File: config.mk
export PLATFORM = sky130hd
export DESIGN_NAME = selective_repeat_receive_window
export DESIGN_NICKNAME = d
export VERILOG_FILES = /design/src/design/srrw_pkg.sv /design/src/design/selective_repeat_receive_window.sv /design/src/design/srrw_ctrl.sv /design/src/design/srrw_datapath.sv
export VERILOG_INCLUDE_DIRS = /design/src /design/src/design
export SDC_FILE = /design/constraint.sdc
export NUM_CORES = 1
export LEC_CHECK = 0
export BUFFER_PORTS_ARGS = -buffer_cell sky130_fd_sc_hd__buf_2
export CORE_MARGIN = 2
export CORE_UTILIZATION = 40
export CTS_CLUSTER_DIAMETER = 200
export DETAILED_ROUTE_END_ITERATION = 16
export HOLD_SLACK_MARGIN = 0.08
export PLACE_DENSITY = 0.66
export SLEW_MARGIN = 20
export SYNTH_ARGS = -nofsm -noshare
export SYNTH_HDL_FRONTEND = slang
export SYNTH_HIERARCHICAL = 1
export SYNTH_SLANG_ARGS = --single-unit
export TNS_END_PERCENT = 100
File: constraint.sdc
create_clock -name clock -period 6.5 [get_ports clock]
set_input_delay 1.625 -clock clock [delete_from_list [all_inputs] [get_ports clock]]
set_output_delay 1.625 -clock clock [all_outputs]
set_load 0.02 [all_outputs]
File: src/design/selective_repeat_receive_window_macros.svh
// Assertion macros for the selective-repeat receive window.
// Needs nothing else; included by the modules that carry assertions.
`ifndef SELECTIVE_REPEAT_RECEIVE_WINDOW_MACROS_SVH
`define SELECTIVE_REPEAT_RECEIVE_WINDOW_MACROS_SVH

// Consequent must hold in the same cycle as the antecedent.
`define SRRW_ASSERT_SAME(label, clk, rst, ante, cons, msg) \
   label: assert property (@(posedge clk) disable iff (rst) (ante) |-> (cons)) \
      else $error(msg);

// Consequent must hold in the cycle after the antecedent.
`define SRRW_ASSERT_NEXT(label, clk, rst, ante, cons, msg) \
   label: assert property (@(posedge clk) disable iff (rst) (ante) |=> (cons)) \
      else $error(msg);

`endif

File: src/design/srrw_pkg.sv
// Shared types, codes and command/status structs of the receive window.
// No dependencies; imported by every module of the block.
`default_nettype none

package srrw_pkg;

   // Sequence space and window geometry (window must be a power of two)
   localparam int SEQ_W       = 8;
   localparam int SEQ_MODULUS = 256;
   localparam int WINDOW      = 16;
   localparam int IDX_W       = 4;
   localparam int TAG_W       = 32;
   localparam int CNT_W       = 5;
   localparam int KIND_W      = 3;
   localparam int CFG_W       = 8;

   typedef logic [SEQ_W-1:0]  seq_type;
   typedef logic [IDX_W-1:0]  idx_type;
   typedef logic [TAG_W-1:0]  tag_type;
   typedef logic [CNT_W-1:0]  cnt_type;
   typedef logic [KIND_W-1:0] kind_type;
   typedef logic [CFG_W-1:0]  cfg_type;
   typedef logic              csr_idx_type;

   // Result kinds
   localparam kind_type KIND_DELIVERY = 3'd0;
   localparam kind_type KIND_ACK_HDR  = 3'd1;
   localparam kind_type KIND_NACK     = 3'd2;
   localparam kind_type KIND_READY    = 3'd3;
   localparam kind_type KIND_FINISHED = 3'd4;

   // Configuration register indexes
   localparam csr_idx_type CSR_BURST_SIZE  = 1'b0;
   localparam csr_idx_type CSR_BURST_TICKS = 1'b1;

   // Reset values of the configuration registers
   localparam cfg_type BURST_SIZE_RST  = 8'd25;
   localparam cfg_type BURST_TICKS_RST = 8'd1;

   typedef enum logic [1:0] {
      ACT_START  = 2'd0,
      ACT_DATA   = 2'd1,
      ACT_TICK   = 2'd2,
      ACT_FINISH = 2'd3
   } action_type;

   typedef enum logic [1:0] {
      RK_READY    = 2'd0,
      RK_ACK      = 2'd1,
      RK_FINISHED = 2'd2
   } resp_kind_type;

   typedef enum logic [3:0] {
      S_IDLE,
      S_DECODE,
      S_EMIT_SIMPLE,
      S_DRAIN_RD,
      S_DRAIN_OUT,
      S_POST_DATA,
      S_ACK_INIT,
      S_ACK_COUNT,
      S_ACK_HDR,
      S_ACK_NACK
   } state_type;

   // Controller to datapath
   typedef struct packed {
      logic load_item;
      logic do_start;
      logic do_finish;
      logic do_tick;
      logic do_store;
      logic tag_rd;
      logic deliver;
      logic post_data;
      logic scan_init;
      logic scan_count;
      logic emit_hdr;
      logic scan_nack;
      logic emit_simple;
   } ctrl_cmd_type;

   // Datapath to controller
   typedef struct packed {
      action_type    action;
      logic          item_ok;
      logic          at_start;
      logic          next_used;
      logic          send;
      logic          in_progress;
      resp_kind_type last_kind;
      logic          scan_done;
      logic          scan_miss;
      logic          cnt_zero;
      logic          remaining_one;
      logic          out_free;
   } dp_status_type;

endpackage

`default_nettype wire

File: src/design/selective_repeat_receive_window.sv
// Channel   Handshake              Word
// req       req_valid/req_ready    action, seq_num, payload_tag
// rsp       rsp_valid/rsp_ready    kind, seq_out, tag_out, cumulative_ack,
//                                  nack_count, resp_seq, last
// csr       csr_valid/csr_ready    csr_index, csr_data (always ready)
//
// One item at a time: start, finish and a resent ready pass through decode and the emit
// state, a tick with nothing to resend through decode only; a data packet adds a tag read,
// then an output, per delivered slot. An ack adds a count pass, then a nack pass, over the
// scanned sequences, one slot per cycle; a nack waiting on a full output stalls the scan.
// Synchronous active-high reset; no clearing pass. A stalled rsp side holds the sequencer
// at its next word; req_ready rises once the item's last word sits in the output register.
// Depends on srrw_pkg, srrw_ctrl and srrw_datapath.
`default_nettype none

module selective_repeat_receive_window
   import srrw_pkg::*;
(
   input  wire logic        clock,
   input  wire logic        reset,
   input  wire logic        req_valid,
   output logic             req_ready,
   input  wire logic [1:0]  req_action,
   input  wire seq_type     req_seq_num,
   input  wire tag_type     req_payload_tag,
   output logic             rsp_valid,
   input  wire logic        rsp_ready,
   output kind_type         rsp_kind,
   output seq_type          rsp_seq_out,
   output tag_type          rsp_tag_out,
   output seq_type          rsp_cumulative_ack,
   output cnt_type          rsp_nack_count,
   output seq_type          rsp_resp_seq,
   output logic             rsp_last,
   input  wire logic        csr_valid,
   output logic             csr_ready,
   input  wire csr_idx_type csr_index,
   input  wire cfg_type     csr_data
);

   ctrl_cmd_type  cmd;
   dp_status_type status;

   // Sequencer
   srrw_ctrl u_ctrl (
      .clock     (clock),
      .reset     (reset),
      .req_valid (req_valid),
      .req_ready (req_ready),
      .status    (status),
      .cmd       (cmd)
   );

   // Window storage, scanner and output register
   srrw_datapath u_datapath (
      .clock              (clock),
      .reset              (reset),
      .cmd                (cmd),
      .status             (status),
      .req_action         (req_action),
      .req_seq_num        (req_seq_num),
      .req_payload_tag    (req_payload_tag),
      .rsp_valid          (rsp_valid),
      .rsp_ready          (rsp_ready),
      .rsp_kind           (rsp_kind),
      .rsp_seq_out        (rsp_seq_out),
      .rsp_tag_out        (rsp_tag_out),
      .rsp_cumulative_ack (rsp_cumulative_ack),
      .rsp_nack_count     (rsp_nack_count),
      .rsp_resp_seq       (rsp_resp_seq),
      .rsp_last           (rsp_last),
      .csr_valid          (csr_valid),
      .csr_ready          (csr_ready),
      .csr_index          (csr_index),
      .csr_data           (csr_data)
   );

endmodule

`default_nettype wire

File: src/design/srrw_ctrl.sv
// Sequencing controller of the receive window.
// Depends on srrw_pkg; drives srrw_datapath through command/status structs.
`default_nettype none

module srrw_ctrl
   import srrw_pkg::*;
(
   input  wire logic          clock,
   input  wire logic          reset,
   input  wire logic          req_valid,
   output logic               req_ready,
   input  wire dp_status_type status,
   output ctrl_cmd_type       cmd
);

   state_type state_ff;
   state_type state_in;

   // State register
   always_ff @(posedge clock) begin
      if (reset) begin
         state_ff <= S_IDLE;
      end else begin
         state_ff <= state_in;
      end
   end

   // Next state
   always_comb begin
      state_in = state_ff;
      unique case (state_ff)
         S_IDLE: begin
            if (req_valid) state_in = S_DECODE;
         end
         S_DECODE: begin
            unique case (status.action)
               ACT_START, ACT_FINISH: state_in = S_EMIT_SIMPLE;
               ACT_TICK: begin
                  if (!status.in_progress) begin
                     state_in = S_IDLE;
                  end else begin
                     case (status.last_kind)
                        RK_ACK:  state_in = S_ACK_INIT;
                        default: state_in = S_EMIT_SIMPLE;
                     endcase
                  end
               end
               ACT_DATA: begin
                  if (!status.item_ok) state_in = S_IDLE;
                  else if (status.at_start) state_in = S_DRAIN_RD;
                  else state_in = S_POST_DATA;
               end
            endcase
         end
         S_EMIT_SIMPLE: begin
            if (status.out_free) state_in = S_IDLE;
         end
         S_DRAIN_RD: state_in = S_DRAIN_OUT;
         S_DRAIN_OUT: begin
            if (status.out_free) begin
               state_in = status.next_used ? S_DRAIN_RD : S_POST_DATA;
            end
         end
         S_POST_DATA: state_in = status.send ? S_ACK_INIT : S_IDLE;
         S_ACK_INIT:  state_in = S_ACK_COUNT;
         S_ACK_COUNT: begin
            if (status.scan_done) state_in = S_ACK_HDR;
         end
         S_ACK_HDR: begin
            if (status.out_free) state_in = status.cnt_zero ? S_IDLE : S_ACK_NACK;
         end
         S_ACK_NACK: begin
            if (status.scan_miss && status.out_free && status.remaining_one) begin
               state_in = S_IDLE;
            end
         end
         default: state_in = S_IDLE;
      endcase
   end

   // Commands
   always_comb begin
      cmd       = '0;
      req_ready = 1'b0;
      unique case (state_ff)
         S_IDLE: begin
            req_ready     = 1'b1;
            cmd.load_item = req_valid;
         end
         S_DECODE: begin
            unique case (status.action)
               ACT_START:  cmd.do_start  = 1'b1;
               ACT_FINISH: cmd.do_finish = 1'b1;
               ACT_TICK:   cmd.do_tick   = 1'b1;
               ACT_DATA:   cmd.do_store  = status.item_ok;
            endcase
         end
         S_EMIT_SIMPLE: cmd.emit_simple = status.out_free;
         S_DRAIN_RD:    cmd.tag_rd      = 1'b1;
         S_DRAIN_OUT:   cmd.deliver     = status.out_free;
         S_POST_DATA:   cmd.post_data   = 1'b1;
         S_ACK_INIT:    cmd.scan_init   = 1'b1;
         S_ACK_COUNT:   cmd.scan_count  = !status.scan_done;
         S_ACK_HDR:     cmd.emit_hdr    = status.out_free;
         S_ACK_NACK:    cmd.scan_nack   = !status.scan_miss || status.out_free;
         default: begin
            cmd = '0;
         end
      endcase
   end

endmodule

`default_nettype wire

File: src/design/srrw_datapath.sv
// Datapath of the receive window: slot store, window pointers, burst logic,
// nack scanner and the result register. Depends on srrw_pkg and the macros.
`default_nettype none

`include "selective_repeat_receive_window_macros.svh"

module srrw_datapath
   import srrw_pkg::*;
(
   input  wire logic          clock,
   input  wire logic          reset,
   input  wire ctrl_cmd_type  cmd,
   output dp_status_type      status,
   input  wire logic [1:0]    req_action,
   input  wire seq_type       req_seq_num,
   input  wire tag_type       req_payload_tag,
   output logic               rsp_valid,
   input  wire logic          rsp_ready,
   output kind_type           rsp_kind,
   output seq_type            rsp_seq_out,
   output tag_type            rsp_tag_out,
   output seq_type            rsp_cumulative_ack,
   output cnt_type            rsp_nack_count,
   output seq_type            rsp_resp_seq,
   output logic               rsp_last,
   input  wire logic          csr_valid,
   output logic               csr_ready,
   input  wire csr_idx_type   csr_index,
   input  wire cfg_type       csr_data
);

   // Latched item
   action_type item_action_ff, item_action_in;
   seq_type    item_seq_ff, item_seq_in;
   tag_type    item_tag_ff, item_tag_in;

   // Configuration
   cfg_type burst_size_ff, burst_size_in;
   cfg_type burst_ticks_ff, burst_ticks_in;

   // Window state
   logic [WINDOW-1:0] used_ff, used_in;
   tag_type           tag_mem [WINDOW];
   tag_type           tag_rd_ff;
   seq_type           window_start_ff, window_start_in;
   seq_type           ack_seq_ff, ack_seq_in;
   seq_type           highest_ff, highest_in;
   logic              in_progress_ff, in_progress_in;
   cfg_type           burst_count_ff, burst_count_in;
   cfg_type           ticks_ff, ticks_in;
   resp_kind_type     last_kind_ff, last_kind_in;
   seq_type           last_seq_ff, last_seq_in;
   logic              drained_ff, drained_in;
   logic              slide_ff, slide_in;

   // Nack scanner
   idx_type scan_idx_ff, scan_idx_in;
   seq_type scan_seq_ff, scan_seq_in;
   cnt_type cnt_ff, cnt_in;
   cnt_type remaining_ff, remaining_in;

   // Result register
   logic     rsp_valid_ff, rsp_valid_in;
   kind_type rsp_kind_ff, rsp_kind_in;
   seq_type  rsp_seq_ff, rsp_seq_in;
   tag_type  rsp_tag_ff, rsp_tag_in;
   seq_type  rsp_cum_ff, rsp_cum_in;
   cnt_type  rsp_cnt_ff, rsp_cnt_in;
   seq_type  rsp_resp_ff, rsp_resp_in;
   logic     rsp_last_ff, rsp_last_in;

   // Derived values
   seq_type seq_off;
   seq_type high_off;
   idx_type item_idx;
   idx_type start_idx;
   idx_type next_idx;
   idx_type scan_total;
   logic    in_window;
   logic    next_used;
   logic    send;
   logic    scan_miss;
   logic    out_free;
   logic    emit_any;

   assign csr_ready = 1'b1;

   // Window arithmetic, all modulo the sequence space
   always_comb begin
      seq_off    = item_seq_ff - window_start_ff;
      high_off   = highest_ff - window_start_ff;
      item_idx   = item_seq_ff[IDX_W-1:0];
      start_idx  = window_start_ff[IDX_W-1:0];
      next_idx   = start_idx + IDX_W'(1);
      in_window  = seq_off < SEQ_W'(WINDOW);
      next_used  = used_ff[next_idx];
      send       = (burst_count_ff == burst_size_ff) || (ticks_ff > burst_ticks_ff);
      scan_total = (high_off > SEQ_W'(WINDOW - 1)) ? IDX_W'(WINDOW - 1)
                                                   : high_off[IDX_W-1:0];
      scan_miss  = !used_ff[scan_seq_ff[IDX_W-1:0]];
      out_free   = !rsp_valid_ff || rsp_ready;
      emit_any   = cmd.emit_simple || cmd.deliver || cmd.emit_hdr ||
                   (cmd.scan_nack && scan_miss);
   end

   // Status to the controller
   always_comb begin
      status.action        = item_action_ff;
      status.item_ok       = in_window && !used_ff[item_idx];
      status.at_start      = item_seq_ff == window_start_ff;
      status.next_used     = next_used;
      status.send          = send;
      status.in_progress   = in_progress_ff;
      status.last_kind     = last_kind_ff;
      status.scan_done     = scan_idx_ff == scan_total;
      status.scan_miss     = scan_miss;
      status.cnt_zero      = cnt_ff == '0;
      status.remaining_one = remaining_ff == CNT_W'(1);
      status.out_free      = out_free;
   end

   // Configuration writes
   always_comb begin
      burst_size_in  = burst_size_ff;
      burst_ticks_in = burst_ticks_ff;
      if (csr_valid) begin
         unique case (csr_index)
            CSR_BURST_SIZE:  burst_size_in  = csr_data;
            CSR_BURST_TICKS: burst_ticks_in = csr_data;
         endcase
      end
   end

   // Item latch
   always_comb begin
      item_action_in = item_action_ff;
      item_seq_in    = item_seq_ff;
      item_tag_in    = item_tag_ff;
      if (cmd.load_item) begin
         item_action_in = action_type'(req_action);
         item_seq_in    = req_seq_num;
         item_tag_in    = req_payload_tag;
      end
   end

   // Window and protocol state updates
   always_comb begin
      used_in         = used_ff;
      window_start_in = window_start_ff;
      ack_seq_in      = ack_seq_ff;
      highest_in      = highest_ff;
      in_progress_in  = in_progress_ff;
      burst_count_in  = burst_count_ff;
      ticks_in        = ticks_ff;
      last_kind_in    = last_kind_ff;
      last_seq_in     = last_seq_ff;
      drained_in      = drained_ff;
      slide_in        = slide_ff;

      if (cmd.do_start) begin
         used_in         = '0;
         window_start_in = '0;
         ack_seq_in      = SEQ_W'(SEQ_MODULUS - 1);
         highest_in      = '0;
         ticks_in        = '0;
         in_progress_in  = 1'b1;
         last_kind_in    = RK_READY;
         last_seq_in     = '0;
      end
      if (cmd.do_finish) begin
         in_progress_in = 1'b0;
         last_kind_in   = RK_FINISHED;
         last_seq_in    = '0;
      end
      // saturating tick count
      if (cmd.do_tick && (ticks_ff != '1)) begin
         ticks_in = ticks_ff + CFG_W'(1);
      end
      if (cmd.do_store) begin
         used_in[item_idx] = 1'b1;
         drained_in        = item_seq_ff == window_start_ff;
         slide_in          = 1'b0;
      end
      // in-order delivery advances the window
      if (cmd.deliver) begin
         used_in[start_idx] = 1'b0;
         ack_seq_in         = window_start_ff;
         window_start_in    = window_start_ff + SEQ_W'(1);
         if (window_start_ff == highest_ff) slide_in = 1'b1;
      end
      if (cmd.post_data) begin
         if (drained_ff) begin
            if (slide_ff) highest_in = window_start_ff;
         end else if (seq_off > high_off) begin
            highest_in = item_seq_ff;
         end
         last_kind_in   = RK_ACK;
         last_seq_in    = item_seq_ff;
         burst_count_in = send ? CFG_W'(1) : burst_count_ff + CFG_W'(1);
         if (send) ticks_in = '0;
      end
   end

   // Nack scanner: a counting pass, then an emitting pass
   always_comb begin
      scan_idx_in  = scan_idx_ff;
      scan_seq_in  = scan_seq_ff;
      cnt_in       = cnt_ff;
      remaining_in = remaining_ff;
      if (cmd.scan_init) begin
         scan_idx_in = '0;
         scan_seq_in = window_start_ff;
         cnt_in      = '0;
      end
      if (cmd.scan_count) begin
         if (scan_miss) cnt_in = cnt_ff + CNT_W'(1);
         scan_idx_in = scan_idx_ff + IDX_W'(1);
         scan_seq_in = scan_seq_ff + SEQ_W'(1);
      end
      if (cmd.emit_hdr) begin
         scan_idx_in  = '0;
         scan_seq_in  = window_start_ff;
         remaining_in = cnt_ff;
      end
      if (cmd.scan_nack) begin
         if (scan_miss) remaining_in = remaining_ff - CNT_W'(1);
         scan_seq_in = scan_seq_ff + SEQ_W'(1);
      end
   end

   // Result word; unused fields stay zero
   always_comb begin
      rsp_kind_in = rsp_kind_ff;
      rsp_seq_in  = rsp_seq_ff;
      rsp_tag_in  = rsp_tag_ff;
      rsp_cum_in  = rsp_cum_ff;
      rsp_cnt_in  = rsp_cnt_ff;
      rsp_resp_in = rsp_resp_ff;
      rsp_last_in = rsp_last_ff;
      rsp_valid_in = rsp_valid_ff && !rsp_ready;
      if (emit_any) begin
         rsp_valid_in = 1'b1;
         rsp_seq_in   = '0;
         rsp_tag_in   = '0;
         rsp_cum_in   = '0;
         rsp_cnt_in   = '0;
         rsp_resp_in  = '0;
         rsp_last_in  = 1'b0;
         rsp_kind_in  = KIND_READY;
         if (cmd.emit_simple) begin
            rsp_kind_in = (last_kind_ff == RK_FINISHED) ? KIND_FINISHED : KIND_READY;
            rsp_last_in = 1'b1;
         end
         if (cmd.deliver) begin
            rsp_kind_in = KIND_DELIVERY;
            rsp_seq_in  = window_start_ff;
            rsp_tag_in  = tag_rd_ff;
            rsp_last_in = !next_used && !send;
         end
         if (cmd.emit_hdr) begin
            rsp_kind_in = KIND_ACK_HDR;
            rsp_cum_in  = ack_seq_ff;
            rsp_cnt_in  = cnt_ff;
            rsp_resp_in = last_seq_ff;
            rsp_last_in = cnt_ff == '0;
         end
         if (cmd.scan_nack) begin
            rsp_kind_in = KIND_NACK;
            rsp_seq_in  = scan_seq_ff;
            rsp_last_in = remaining_ff == CNT_W'(1);
         end
      end
   end

   // Slot tag memory: one write port, one registered read port
   always_ff @(posedge clock) begin
      if (cmd.do_store) tag_mem[item_idx] <= item_tag_ff;
      if (cmd.tag_rd) tag_rd_ff <= tag_mem[start_idx];
   end

   // Control registers
   always_ff @(posedge clock) begin
      if (reset) begin
         burst_size_ff   <= BURST_SIZE_RST;
         burst_ticks_ff  <= BURST_TICKS_RST;
         used_ff         <= '0;
         window_start_ff <= '0;
         ack_seq_ff      <= SEQ_W'(SEQ_MODULUS - 1);
         highest_ff      <= '0;
         in_progress_ff  <= 1'b0;
         burst_count_ff  <= CFG_W'(1);
         ticks_ff        <= '0;
         last_kind_ff    <= RK_READY;
         last_seq_ff     <= '0;
         drained_ff      <= 1'b0;
         slide_ff        <= 1'b0;
         rsp_valid_ff    <= 1'b0;
      end else begin
         burst_size_ff   <= burst_size_in;
         burst_ticks_ff  <= burst_ticks_in;
         used_ff         <= used_in;
         window_start_ff <= window_start_in;
         ack_seq_ff      <= ack_seq_in;
         highest_ff      <= highest_in;
         in_progress_ff  <= in_progress_in;
         burst_count_ff  <= burst_count_in;
         ticks_ff        <= ticks_in;
         last_kind_ff    <= last_kind_in;
         last_seq_ff     <= last_seq_in;
         drained_ff      <= drained_in;
         slide_ff        <= slide_in;
         rsp_valid_ff    <= rsp_valid_in;
      end
   end

   // Payload registers
   always_ff @(posedge clock) begin
      item_action_ff <= item_action_in;
      item_seq_ff    <= item_seq_in;
      item_tag_ff    <= item_tag_in;
      scan_idx_ff    <= scan_idx_in;
      scan_seq_ff    <= scan_seq_in;
      cnt_ff         <= cnt_in;
      remaining_ff   <= remaining_in;
      rsp_kind_ff    <= rsp_kind_in;
      rsp_seq_ff     <= rsp_seq_in;
      rsp_tag_ff     <= rsp_tag_in;
      rsp_cum_ff     <= rsp_cum_in;
      rsp_cnt_ff     <= rsp_cnt_in;
      rsp_resp_ff    <= rsp_resp_in;
      rsp_last_ff    <= rsp_last_in;
   end

   assign rsp_valid          = rsp_valid_ff;
   assign rsp_kind           = rsp_kind_ff;
   assign rsp_seq_out        = rsp_seq_ff;
   assign rsp_tag_out        = rsp_tag_ff;
   assign rsp_cumulative_ack = rsp_cum_ff;
   assign rsp_nack_count     = rsp_cnt_ff;
   assign rsp_resp_seq       = rsp_resp_ff;
   assign rsp_last           = rsp_last_ff;

   // Checks
   `SRRW_ASSERT_SAME(a_emit_into_free, clock, reset, emit_any, out_free, "word emitted over a pending word")
   `SRRW_ASSERT_NEXT(a_start_clears, clock, reset, cmd.do_start, (window_start_ff == '0) && (used_ff == '0) && in_progress_ff, "start did not reset window")
   `SRRW_ASSERT_NEXT(a_deliver_advances, clock, reset, cmd.deliver, window_start_ff == $past(window_start_ff) + SEQ_W'(1), "delivery did not advance window")
   `SRRW_ASSERT_SAME(a_hdr_kind, clock, reset, cmd.emit_hdr, last_kind_ff == RK_ACK, "ack header built without ack pending")

endmodule

`default_nettype wire
After elaboration in Yosys (flattened, before gate mapping)
Memories as Yosys holds them, arrays and structs flattened. A register that Yosys moved wholly into a read port is not among the register bits.
Cells that the tools add are included.
{ "op_classes": {"n_eq_ne": 26, "order_cmp": 10, "addsub": 10, "bitwise_logic": 5, "muxes": 91, "n_reduce_logical": 37} }
{ "ops": {"columns": ["op", "n"], "rows": [
  ["$mux W8", 22],
  ["$mux W4", 13],
  ["$mux W16", 3],
  ["$pmux W4 S10", 1],
  ["$add A8 B1 Y8 const B", 4],
  ["$mux W1", 30],
  ["$mux W5", 6],
  ["$eq A8 B8 Y1", 3],
  ["$lt A4 B5 Y1 const B", 4],
  ["$and A16 B16 Y16", 1],
  ["$eq A4 B3 Y1 const B", 4],
  ["$gt A8 B8 Y1", 2],
  ["$not A16 Y16", 1],
  ["$or A16 B16 Y16", 1],
  ["$sub A8 B8 Y8", 2],
  ["$mux W3", 5],
  ["$bmux W1 S4", 3],
  ["$pmux W4 S3", 1],
  ["$mux W2", 5],
  ["$ne A2 B1 Y1 const B", 5],
  ["$logic_and A1 B1 Y1", 9],
  ["$add A4 B1 Y4 const B", 2],
  ["$demux W1 S4", 2],
  ["$eq A4 B2 Y1 const B", 2],
  ["26 further kinds", 48]
]} }
{ "word_totals": {"ramBits": 512, "memories": 1, "register_bits": 219} }
{ "mem_list": {"columns": ["name", "depth", "word_bits", "read_ports", "rd_clocked_by_memory_dff", "write_ports", "line", "text"], "rows": [
  ["u_datapath.tag_mem", 16, 32, 1, 1, 1, "srrw_datapath.sv:43", "tag_type tag_mem [WINDOW];"]
]} }

Longest topological paths before layout
{ "depth": {"ltp_word": 11, "mapped_depth": 17, "depth_no_buf": 15} }

Cells and area by module
The synthesis kept the hierarchy.
{ "by_module_without_submodules": {"columns": ["module", "cells_each", "seq_area_each_um2", "area_each_um2", "instances"], "rows": [
  ["srrw_datapath", 1731, 21790.9, 30555.6, 1],
  ["srrw_ctrl", 81, 80.1, 619.3, 1]
]} }

Worst setup path after synthesis
Ideal clock, no wire load.
{ "synth_timing": {"path_kind": "reg2reg", "start": "register u_datapath.window_start_ff[3]", "end": "memory u_datapath/tag_mem[10][0] (netlist bit) (enable)", "stages_incl_launch_ff": 13, "setup_ns": 0.517, "setup_slack_ns": -0.625, "t_required_ns": 5.983, "synth_period_minus_slack_ns": 7.125, "arrival_ns": 6.608, "cell_sequence": "dfxtp_1 clkbuf_1 inv_2 buf_1 ha_1 o21ai_0 a21boi_0 o21a_1 or3_1 a2111oi_2 and3_1 nand2_1 nor4b_1"} }
{ "synth_lines": {"columns": ["item", "line", "text"], "rows": [
  ["from (decl)", "srrw_datapath.sv:45", "seq_type window_start_ff, window_start_in;"],
  ["from (signal assigned)", "srrw_datapath.sv:302", "window_start_ff <= window_start_in;"],
  ["to (decl)", "srrw_datapath.sv:43", null]
]} }

==> results.yml <==
setup_path:
  crit_family: "simple AND/OR/NAND/NOR gates"
  cp_num_buf_inv: 1
  path_max_fanout: 24
  cp.arrival_ns: 5.26
  worstSetupEndpointType: "register"
  critPathKind: "register to register"
  crit_top_cell: "nor2b_1"
  required_ns: 6.82
  max_stage_delay_ns: 0.77
  start_kind: "register"
  worst-path-stages: 12
  cp_slowest_cell: "edfxtp_1"
  reg2reg_depth: 12
  crit_chain: "ha_1 > nor2b_1 > o21ai_0 > a21boi_0 > o21a_1 > or3_1 > a2111oi_2 > and3_1 > nor2b_1 > nand2_1 > nor2_4 > buf_4"
synthesis:
  synthDistinctLibCells: 76
  muxShareOfSynthArea: 0.1343
  synth_flop_cell: "edfxtp_1"
  syn_avg_cell_area_um2: 17.20
  syn_inst: 1812
  ys_seq_area_frac: 0.7016
  syn_nets: 1916
  synth_area_leader_cell: "edfxtp_1"
  synth_compound_area_frac: 0.04399
  synth_top_family_by_area: "multiplexers"
  yosys-top-cells-area: "edfxtp_1, mux4_2, dfxtp_1, ha_1, a21oi_1"
  synth-adder-area-share: 0.01975
  synth_edf_count: 659
  yosys_warnings: 6
  synthArstFlopShare: 0
  synth_xor_area_frac: 0.01068
  syn_area_um2: 31170
  yosys.area_share.simple: 0.06996
  ys_ff_latch: 763
  synth_top_area_frac: 0.6348
global_routing:
  grt_pass1_vias: 17320
  grt-ovfl-total: 0
  antenna_found_initial: 0
  grt_pass1_wl_um: 106900
  track_usage: 0.1738
  grt_max_degree: 129
clocking:
  cts.clk_slew.worst_paths_ns: 0.06
  cts_setup_buffers: 0
  cts_tree: "done"
  cts-resized-gates: 0
  cts_hold_buffers: 0
  clock_sinks: 763
  ctsLongestPathBuffers: 3
  cts-root-buf: "clkbuf_16"
  numCtsBuffers: 82
  htree_levels: 3
  insertion_delay_ns: 0.65
timing:
  finalSetupViolations: 0
  worst_pin_slew_ns: 1.030
  period_share: 0.7595
  slew_headroom: 0.3134
  finalHoldViolCount: 0
  clock_skew_ns: 0.03855
  fin_setup_tns_ns: 0
  grt_setup_unrepaired: "no"
  max_freq_ghz: 0.2026
  drv_slew: 0
  finalCriticalPeriod_ns: 4.937
die:
  rows: 102
  die_h_um: 283.2
  die_x_um: 283.2
  start_util: 0.4031
  core_area_um2: 77340
  ios: 124
  die_area_um2: 80190
pwr:
  cellPowerDensity_nw_per_um2: 348.4
  p_leak_nw: 11.83
  power.total_mw: 12.51
  ir_drop_mv: 0.2423
final_layout:
  drive_above_1_share: 0.2474
  synthToLayoutAreaGrowth_pct: 15.22
  final_common_cell: "edfxtp_1"
  fin_nets: 2057
  antennaDiodeCount: 0
  fillers: 6591
  multi_input_area_um2: 8837
  mostFrequentLayoutCells: "edfxtp_1, mux4_2, buf_2"
  seqCellArea_um2: 21880
flow_run:
  maxCapViolCount: 0
place:
  hpwl_um: 41290
  gp_congestion: 0.8305
  numPortBuffers: 122
route:
  totalWireLength_um: 70110
  firstDrtPassIters: 6
  dr_total_vias: 17030
  ant_nets: 0
  drc: 0
  avgViaCountPerCell: 5.562
  drt_iter0_drc: 1606
  post_drt_wl_per_cell_um: 22.90
worst_hold_path:
  whs_path_depth: 2
  hp-class: "register to register"
outcome:
  status: "finished, final reports clean"
## where the power goes
| part | switching (mW) | leakage (nW) | internal (mW) | total [mW] |
|---|---|---|---|---|
| Sequential | 0.377 | 6.82 | 5.92 | 6.29 |
| Clock | 1.92 | 1.39 | 2.91 | 4.84 |
| Combinational | 0.925 | 3.61 | 0.460 | 1.38 |
## sequential cells by signal (all words and copies together), names as in the netlist, 8 cells and up
signal,cells
u_datapath/tag_mem,512
u_datapath/item_tag_ff,32
u_datapath/rsp_tag_out,32
u_datapath/tag_rd_ff,32
u_datapath/used_ff,16
u_datapath/ack_seq_ff,8
u_datapath/burst_count_ff,8
u_datapath/burst_size_ff,8
u_datapath/burst_ticks_ff,8
u_datapath/highest_ff,8
u_datapath/item_seq_ff,8
u_datapath/last_seq_ff,8
u_datapath/rsp_cumulative_ack,8
u_datapath/rsp_resp_seq,8
u_datapath/rsp_seq_out,8
u_datapath/scan_seq_ff,8
u_datapath/ticks_ff,8
u_datapath/window_start_ff,8
## worst register-to-register path, stage by stage, from the launching register on
cell       delay (ns)
edfxtp_1         0.77
ha_1             0.39
nor2b_1          0.14
o21ai_0          0.21
a21boi_0         0.16
o21a_1           0.20
or3_1            0.34
a2111oi_2        0.51
and3_1           0.43
nor2b_1          0.24
nand2_1          0.16
nor2_4           0.70
buf_4            0.35
## kinds of logic (layout without fill, tap and decap cells)
| group | Yosys count | in the layout |
|---|---|---|
| buf+inv | 142 | 351 |
| fa+ha+maj | 48 | 48 |
| flops | 763 | 763 |
| simple gates | 412 | 412 |
| compound gates | 210 | 210 |
| other cells | 1 | 1 |
| xor+xnor | 38 | 38 |
| mux | 198 | 198 |
## metal layers
layer	GRT usage	routed length [um]	vias up
li1	-	-	7453
met1	0.2334	29730	8852
met2	0.2915	34760	583
met3	0.02488	3570	137
met4	0.05820	2046	0
met5	0	0	-
## per-stage QoR
stage / setup WS [ns] / utilization / instance area [um^2] / hold slack (ns) / instances
6_report: 1.563 / 0.4644 / 35920 / 0.4629 / 3061
5_1_grt: 1.178 / 0.4644 / 35920 / 0.4905 / 3061
4_1_cts: 1.515 / 0.4644 / 35920 / 0.4677 / 3061
3_5_place_dp: 1.574 / 0.4275 / 33070 / 0.4595 / 2909
3_3_place_gp: 1.701 / 0.4275 / 33070 / 0.4543 / 2909
2_1_floorplan: 0.5602 / - / 31190 / 0.4363 / 1812
## synth_stat cells (15+ instances only)
cell type	instances
a21oi_1	78
mux2i_1	19
nor3_1	45
and3_1	19
edfxtp_1	659
mux4_2	168
o21a_1	15
a211oi_1	16
ha_1	46
nor2_1	68
nand2_1	84
o21ai_0	22
dfxtp_1	104
buf_2	21
nand2b_1	15
nor2b_1	27
xor2_1	27
inv_1	40
nand3_1	32
clkbuf_1	63
and2_1	57
## path summary, 6_finish.rpt
check             slack (ns)                                       from                                        end
setup / recovery        1.56        u_datapath/item_seq_ff[2]$_DFFE_PP_        u_datapath/tag_mem[5][25]$_DFFE_PP_
hold / removal          0.46  u_datapath/burst_ticks_ff[2]$_SDFFE_PP0P_  u_datapath/burst_ticks_ff[2]$_SDFFE_PP0P_
setup reg to reg        1.56        u_datapath/item_seq_ff[2]$_DFFE_PP_        u_datapath/tag_mem[5][25]$_DFFE_PP_
hold reg to reg         0.46  u_datapath/burst_ticks_ff[2]$_SDFFE_PP0P_  u_datapath/burst_ticks_ff[2]$_SDFFE_PP0P_
## layout make-up
cell class              count  share of cell area
flip-flops and latches    763              0.6091
multi-input cells         907              0.2460
clock buffers             108             0.06270
well taps                1040             0.03623
repair buffers            158             0.02498
clock inverters            44             0.01665
inverters                  41            0.004285
Note: power is estimated with default switching activity, not from simulation.
